File: src/rtl/btad_pkg.sv
// Package for the binary to ASCII digit converter.
// Holds the sequencer states, the arithmetic unit control bundle, constants
// and the digit to ASCII mapping. It depends on nothing.
`default_nettype none

package btad_pkg;

  // Radix select codes
  localparam logic OP_DEC = 1'b0;
  localparam logic OP_HEX = 1'b1;

  // Reciprocal of ten: q = (v * RECIP10) >> RECIP10_SHIFT, exact for 32-bit v
  localparam logic [31:0] RECIP10       = 32'hCCCC_CCCD;
  localparam int unsigned RECIP10_SHIFT = 35;

  // ASCII bases
  localparam logic [6:0] ASCII_ZERO     = 7'h30;  // '0'
  localparam logic [6:0] ASCII_HEX_BASE = 7'h37;  // 'A' - 10

  // Sequencer states
  typedef enum logic [1:0] {
    ST_IDLE,
    ST_MUL,
    ST_SPLIT,
    ST_EMIT
  } state_e;

  // Control from the sequencer to the shared arithmetic unit
  typedef struct packed {
    logic load;   // take a new value and radix
    logic mul;    // form the reciprocal product
    logic split;  // peel off one digit and keep the rest
  } unit_ctl_t;

  // Map one digit (0 to 15) to its ASCII character
  function automatic logic [6:0] to_ascii(input logic [3:0] digit);
    logic [6:0] base;
    base = (digit < 4'd10) ? ASCII_ZERO : ASCII_HEX_BASE;
    return base + {3'b000, digit};
  endfunction

endpackage

`default_nettype wire

File: src/rtl/btad_digit_unit.sv
// Shared arithmetic unit: peels one digit off the working value per pass.
// Decimal uses a registered reciprocal multiply, hex a nibble shift.
// Depends on btad_pkg.
`default_nettype none

module btad_digit_unit
  import btad_pkg::*;
(
  input  wire logic        clk_i,
  input  wire unit_ctl_t   ctl_i,
  input  wire logic        op_i,
  input  wire logic [31:0] value_i,
  output logic      [3:0]  digit_o
);

  logic        op_q;
  logic [31:0] v_q;
  logic [31:0] v_d;
  logic [63:0] prod_q;
  logic [31:0] quot;
  logic [31:0] ten_quot;
  logic [31:0] diff;

  // Quotient and remainder by ten from the registered product
  assign quot     = {3'b000, prod_q[63:RECIP10_SHIFT]};
  assign ten_quot = (quot << 3) + (quot << 1);
  assign diff     = v_q - ten_quot;

  // Select digit and remaining value for the radix
  always_comb begin
    if (op_q == OP_HEX) begin
      digit_o = v_q[3:0];
      v_d     = v_q >> 4;
    end else begin
      digit_o = diff[3:0];
      v_d     = quot;
    end
  end

  // Load, multiply and advance the working value
  always_ff @(posedge clk_i) begin
    if (ctl_i.load) begin
      op_q <= op_i;
      v_q  <= value_i;
    end else if (ctl_i.split) begin
      v_q <= v_d;
    end
    if (ctl_i.mul) begin
      prod_q <= 64'(v_q) * 64'(RECIP10);
    end
  end

endmodule

`default_nettype wire

File: src/rtl/btad_digit_buf.sv
// Digit store: digits are written least significant first and read back
// in any order as ASCII characters. Depends on btad_pkg.
`default_nettype none

module btad_digit_buf
  import btad_pkg::*;
#(
  parameter int unsigned DEPTH = 8,
  parameter int unsigned IW    = 3
) (
  input  wire logic          clk_i,
  input  wire logic          wr_en_i,
  input  wire logic [IW-1:0] wr_idx_i,
  input  wire logic [3:0]    wr_digit_i,
  input  wire logic [IW-1:0] rd_idx_i,
  output logic      [6:0]    ch_o
);

  logic [3:0] digits_q [DEPTH];

  // Store one digit
  always_ff @(posedge clk_i) begin
    if (wr_en_i) begin
      digits_q[wr_idx_i] <= wr_digit_i;
    end
  end

  // Read out as a character
  assign ch_o = to_ascii(digits_q[rd_idx_i]);

endmodule

`default_nettype wire

File: src/rtl/binary_to_ascii_digits.sv
// Binary to ASCII digit converter: one item (value, radix, count) becomes
// count characters, most significant first, last set on the final one. An
// item with N digits (count saturated to MAX_DIGITS) is busy once it is
// taken: a multiply and a split step per digit on the shared reciprocal
// multiplier and shifter, then one character per cycle when the output is
// not stalled. Input stall stays high until the final character is taken.
// Depends on btad_pkg, btad_digit_unit and btad_digit_buf.
`default_nettype none

module binary_to_ascii_digits
  import btad_pkg::*;
#(
  parameter int unsigned MAX_DIGITS = 8
) (
  input  wire logic        clk_i,
  input  wire logic        rst_ni,
  input  wire logic        in_valid_i,
  output logic             in_stall_o,
  input  wire logic        op_i,
  input  wire logic [31:0] value_i,
  input  wire logic [3:0]  digit_count_i,
  output logic             out_valid_o,
  input  wire logic        out_stall_i,
  output logic      [6:0]  ch_o,
  output logic             last_o
);

  localparam int unsigned CW = $clog2(MAX_DIGITS + 1);
  localparam int unsigned IW = (MAX_DIGITS > 1) ? $clog2(MAX_DIGITS) : 1;

  state_e          state_q, state_d;
  logic   [CW-1:0] cnt_q, cnt_d;
  logic   [IW-1:0] idx_q, idx_d;
  logic   [CW-1:0] sat_count;
  logic            in_accept;
  logic            out_accept;
  logic   [3:0]    digit;
  unit_ctl_t       ctl;

  assign in_accept  = in_valid_i && (state_q == ST_IDLE);
  assign out_accept = out_valid_o && !out_stall_i;

  // Clamp the requested count
  assign sat_count = (digit_count_i > 4'(MAX_DIGITS)) ? CW'(MAX_DIGITS)
                                                      : CW'(digit_count_i);

  // Next state and counters
  always_comb begin
    state_d = state_q;
    cnt_d   = cnt_q;
    idx_d   = idx_q;
    unique case (state_q)
      ST_IDLE: begin
        if (in_accept && (sat_count != '0)) begin
          state_d = ST_MUL;
          cnt_d   = sat_count;
          idx_d   = '0;
        end
      end
      ST_MUL: begin
        state_d = ST_SPLIT;
      end
      ST_SPLIT: begin
        if (CW'(idx_q) == cnt_q - CW'(1)) begin
          state_d = ST_EMIT;
        end else begin
          state_d = ST_MUL;
          idx_d   = idx_q + IW'(1);
        end
      end
      ST_EMIT: begin
        if (out_accept) begin
          if (idx_q == '0) begin
            state_d = ST_IDLE;
          end else begin
            idx_d = idx_q - IW'(1);
          end
        end
      end
      default: state_d = ST_IDLE;
    endcase
  end

  // Outputs of the sequencer
  always_comb begin
    ctl.load    = in_accept;
    ctl.mul     = (state_q == ST_MUL);
    ctl.split   = (state_q == ST_SPLIT);
    in_stall_o  = (state_q != ST_IDLE);
    out_valid_o = (state_q == ST_EMIT);
    last_o      = (state_q == ST_EMIT) && (idx_q == '0);
  end

  // Hold sequencer state
  always_ff @(posedge clk_i or negedge rst_ni) begin
    if (!rst_ni) begin
      state_q <= ST_IDLE;
      cnt_q   <= '0;
      idx_q   <= '0;
    end else begin
      state_q <= state_d;
      cnt_q   <= cnt_d;
      idx_q   <= idx_d;
    end
  end

  btad_digit_unit u_unit (
    .clk_i   (clk_i),
    .ctl_i   (ctl),
    .op_i    (op_i),
    .value_i (value_i),
    .digit_o (digit)
  );

  btad_digit_buf #(
    .DEPTH (MAX_DIGITS),
    .IW    (IW)
  ) u_buf (
    .clk_i      (clk_i),
    .wr_en_i    (ctl.split),
    .wr_idx_i   (idx_q),
    .wr_digit_i (digit),
    .rd_idx_i   (idx_q),
    .ch_o       (ch_o)
  );

endmodule

`default_nettype wire

File: config.mk
export PLATFORM = sky130hd
export DESIGN_NAME = binary_to_ascii_digits
export DESIGN_NICKNAME = d
export VERILOG_FILES = /design/src/rtl/btad_pkg.sv /design/src/rtl/btad_digit_unit.sv /design/src/rtl/btad_digit_buf.sv /design/src/rtl/binary_to_ascii_digits.sv
export SDC_FILE = /design/constraint.sdc
export NUM_CORES = 1
export LEC_CHECK = 0
export ABC_AREA = 1
export BUFFER_PORTS_ARGS = -buffer_cell sky130_fd_sc_hd__buf_4
export CAP_MARGIN = 20
export CORE_MARGIN = 10
export CORE_UTILIZATION = 33
export DETAILED_ROUTE_END_ITERATION = 10
export GPL_TIMING_DRIVEN = 0
export PLACE_DENSITY = 0.52
export SLEW_MARGIN = 15
export SYNTH_ARGS = -nofsm -noshare
export SYNTH_HDL_FRONTEND = slang
export SYNTH_SLANG_ARGS = --single-unit
File: constraint.sdc
create_clock -name clk_i -period 5.5 [get_ports clk_i]
set_input_delay 0.825 -clock clk_i [delete_from_list [all_inputs] [get_ports clk_i]]
set_output_delay 0.825 -clock clk_i [all_outputs]
set_load 0.02 [all_outputs]
==> flow_metrics.tcl <==
set metrics [dict create \
    placed_cells 3729 \
    layout.nets 3737 \
    wl_met2_um 36870 \
    rr_startpoint "u_unit.v_q[17]" \
    yosysUniqueCellTypes 41 \
    slew_violations 0 \
    drt_iter0_drc 1429 \
    cts_sinks 103 \
    yosysWarnings 0 \
    rsz0062_at_grt "true" \
    path_class "reg2reg" \
    hold_ws_ns 0.2549 \
    timing.final.crit_share_pct 116.2 \
    drive_gt1_share_pct 22.43 \
    grt_pass1_vias 19350 \
    reg2reg_setup_slack_ns -0.89 \
    design_area_sq_um 28670 \
    critPathCaptureType "flip-flop" \
    cts_root_buf "clkbuf_16" \
    worstPathArrival_ns 6.53 \
    postSynthAreaPerCell_sq_um 8.532 \
    clockBufferDepth 2 \
    hold_class "in2async" \
    highest_layer "met4" \
    antenna_found_initial 0 \
    h-tree-depth 3 \
    first_pass_iters 5 \
    place_hpwl_um 69010 \
    vias_per_cell 4.747 \
    antenna_cells 0 \
    wl_um 80930 \
    cts_buffers 9 \
    start_kind "flip-flop" \
    finalWorstSetupSlack_ns -0.8885 \
    syn-num-nets 3519 \
    rows 97 \
    worst_pin_slew_ns 0.9421 \
    nFillCells 7156 \
    period_minus_slack_ns 6.389 \
    r2r-end "u_unit.prod_q[57]" \
    grt_pass1_wl_um 120500 \
    syn_inst 2737 \
    synth_top_area_share_pct 33.26 \
    met1_length_um 37330 \
    io_buffer_count 50 \
    ys_ff_latch 103 \
    worstRegToRegCells 21 \
    clk_latency_ns 0.39 \
    setup_viol 29 \
    clock_skew_ns 0.01836 \
    maxSlewHeadroom_pct 36.53 \
    start_util_pct 33.29 \
    hold_buffers 0 \
    fp.dieH_um 286.0 \
    finalNonFillerCells 3900 \
    grtUsageTotal_pct 19.85 \
    max_cap_viol_count 0 \
    pin_count 51 \
    fp.dieW_um 286.0 \
    routed-wl-met3_um 4755 \
    yosysTopAreaCell "fa_1" \
    ys_seq_area_share_pct 13.05 \
    drc 0 \
    final_util_pct 40.87 \
    max_freq_mhz 156.5 \
    violations "negative setup slack" \
    place_area_sq_um 25470 \
    ys.flop_type "edfxtp_1" \
    grt_max_degree 29 \
    critPathMaxFanout 3 \
    final_hold_viol_count 0 \
    async_flop_share_pct 8.738 \
    vias 18520 \
    outcome "finished with violations" \
    synth_area_sq_um 23350 \
    wl_per_cell_um 20.75 \
    cts_tree "built" \
    required_ns 5.64 \
    syn_to_final_growth_pct 22.78 \
    yosys-top-cells-area "fa_1 33%, ha_1 19%, inv_1 13%, edfxtp_1 12%, nand2_1 8.2%" \
    synth_enable_flop_cells 94 \
    finalWeightedCongestion 0.9480 \
    final_antenna_net_count 0 \
    die_area_sq_um 81800 \
    core_area_sq_um 70150 \
    grt_overflow_total 0 \
    clk_pin_slew_worst_paths_ns 0.09 \
]
## cells in the mapped netlist (6+ instances only)
cell,n
nor2_2,6
xnor2_1,15
o21bai_1,16
nand3_1,65
nand2_2,8
nand4_1,12
nand3_2,7
fa_1,388
dfrtp_1,9
a21o_1,9
inv_1,797
nor2_1,131
a21oi_1,86
clkbuf_1,16
xor2_1,41
nor3_1,12
nand2_1,509
edfxtp_1,94
o21ai_0,111
ha_1,353
o22ai_1,15
## per-stage QoR
stage	worst slack, ns	TNS (ns)
floorplan	-0.3065	-7.045
global placement	-1.608	-41.47
detailed placement	-1.533	-40.45
CTS	-0.8330	-22.57
global route	-1.052	-28.03
finish	-0.8885	-23.58
## worst max-delay path by stage
| stage | endpoint | slack, ns | from | cells past startpoint |
|---|---|---|---|---|
| 2_1_floorplan | u_unit.prod_q[52] | -0.31 | u_unit.v_q[20] | 23 |
| 5_1_grt | u_unit.prod_q[52] | -1.05 | u_unit.v_q[17] | 24 |
| 6_report | u_unit.prod_q[57] | -0.89 | u_unit.v_q[17] | 21 |
| 3_5_place_dp | u_unit.prod_q[58] | -1.53 | u_unit.v_q[22] | 21 |
| 4_1_cts | u_unit.prod_q[58] | -0.83 | u_unit.v_q[8] | 23 |
| 3_3_place_gp | u_unit.prod_q[58] | -1.61 | u_unit.v_q[21] | 21 |
## final cells by class
| cell class | instances | area [sq um] | share of cell area (%) |
|---|---|---|---|
| Tap cell | 940 | 1176 | 4.102 |
| Timing Repair Buffer | 207 | 1658 | 5.782 |
| Sequential cell | 103 | 3048 | 10.63 |
| Clock buffer | 9 | 225.2 | 0.7855 |
| Clock inverter | 7 | 86.33 | 0.3011 |
| Multi-Input combinational cell | 1813 | 19290 | 67.29 |
| Inverter | 802 | 3050 | 10.64 |
| Buffer | 19 | 135.1 | 0.4713 |
## critical path, cell delays in order, from the launching register on
cell and delay (ns):
edfxtp_1 0.58, ha_4 0.40, clkinvlp_4 0.12, fa_1 0.51, inv_2 0.04, fa_1 0.52, inv_2 0.04, fa_1 0.51
inv_2 0.05, fa_2 0.57, fa_1 0.43, fa_2 0.59, fa_1 0.45, ha_4 0.34, buf_6 0.12, nand2_8 0.07
nor2_4 0.14, nand2_2 0.10, nor4_2 0.25, nand2_2 0.14, nand3_2 0.09, nand2_1 0.05
## metal layers
layer | up-vias | track usage (%)
met5 | - | 0
met1 | 9195 | 28.10
li1 | 8722 | -
met2 | 520 | 31.69
met3 | 78 | 2.347
met4 | 0 | 5.159
## cells in the final DEF (no fill, tap or decap), types with 13 or more instances in the layout
cell	instances
inv_1	737
nand2_1	414
fa_1	363
ha_1	284
buf_4	186
edfxtp_1	94
o21ai_0	88
nand2_2	80
nor2_1	79
ha_4	55
inv_2	54
nand3_1	52
a21oi_1	47
xor2_1	34
nor2_4	33
nor2_2	25
a21oi_2	25
fa_2	25
nand2_4	23
nand3_2	20
buf_6	19
a21oi_4	16
ha_2	14
o22ai_1	13
o21bai_1	13
o21ai_1	13
## registers in the layout (all words and copies together) (netlist names)
name            flops
idx_q               3
u_unit.op_q         1
u_unit.prod_q      29
u_buf.digits_q     32
u_unit.v_q         32
state_q             2
cnt_q               4
## cell families (layout without fill, tap and decap cells)
logic type | Yosys count | after routing | share of synthesized area, %
flip-flops | 103 | 103 | 13.05
buffers and inverters | 821 | 1044 | 13.22
AND/OR/NAND/NOR | 769 | 769 | 13.60
adder cells (fa/ha/maj) | 741 | 741 | 52.18
multiplexers | 1 | 1 | 0.04822
XOR/XNOR | 56 | 56 | 2.100
AO/OA/AOI/OAI | 246 | 246 | 5.797
## repair_timing
item / 4_1_cts / 5_1_grt
cloned: 0 / 0
buffers inserted: 124 / 31
endpoints found under the hold margin: 0 / 0
resized for setup: 257 / 203
pin swaps: 102 / 102
setup endpoints to repair: 29 / 29
Power is left out: the tool's default activity adds up to more than one toggle a clock period on the data nets, which glitch-free logic cannot reach.
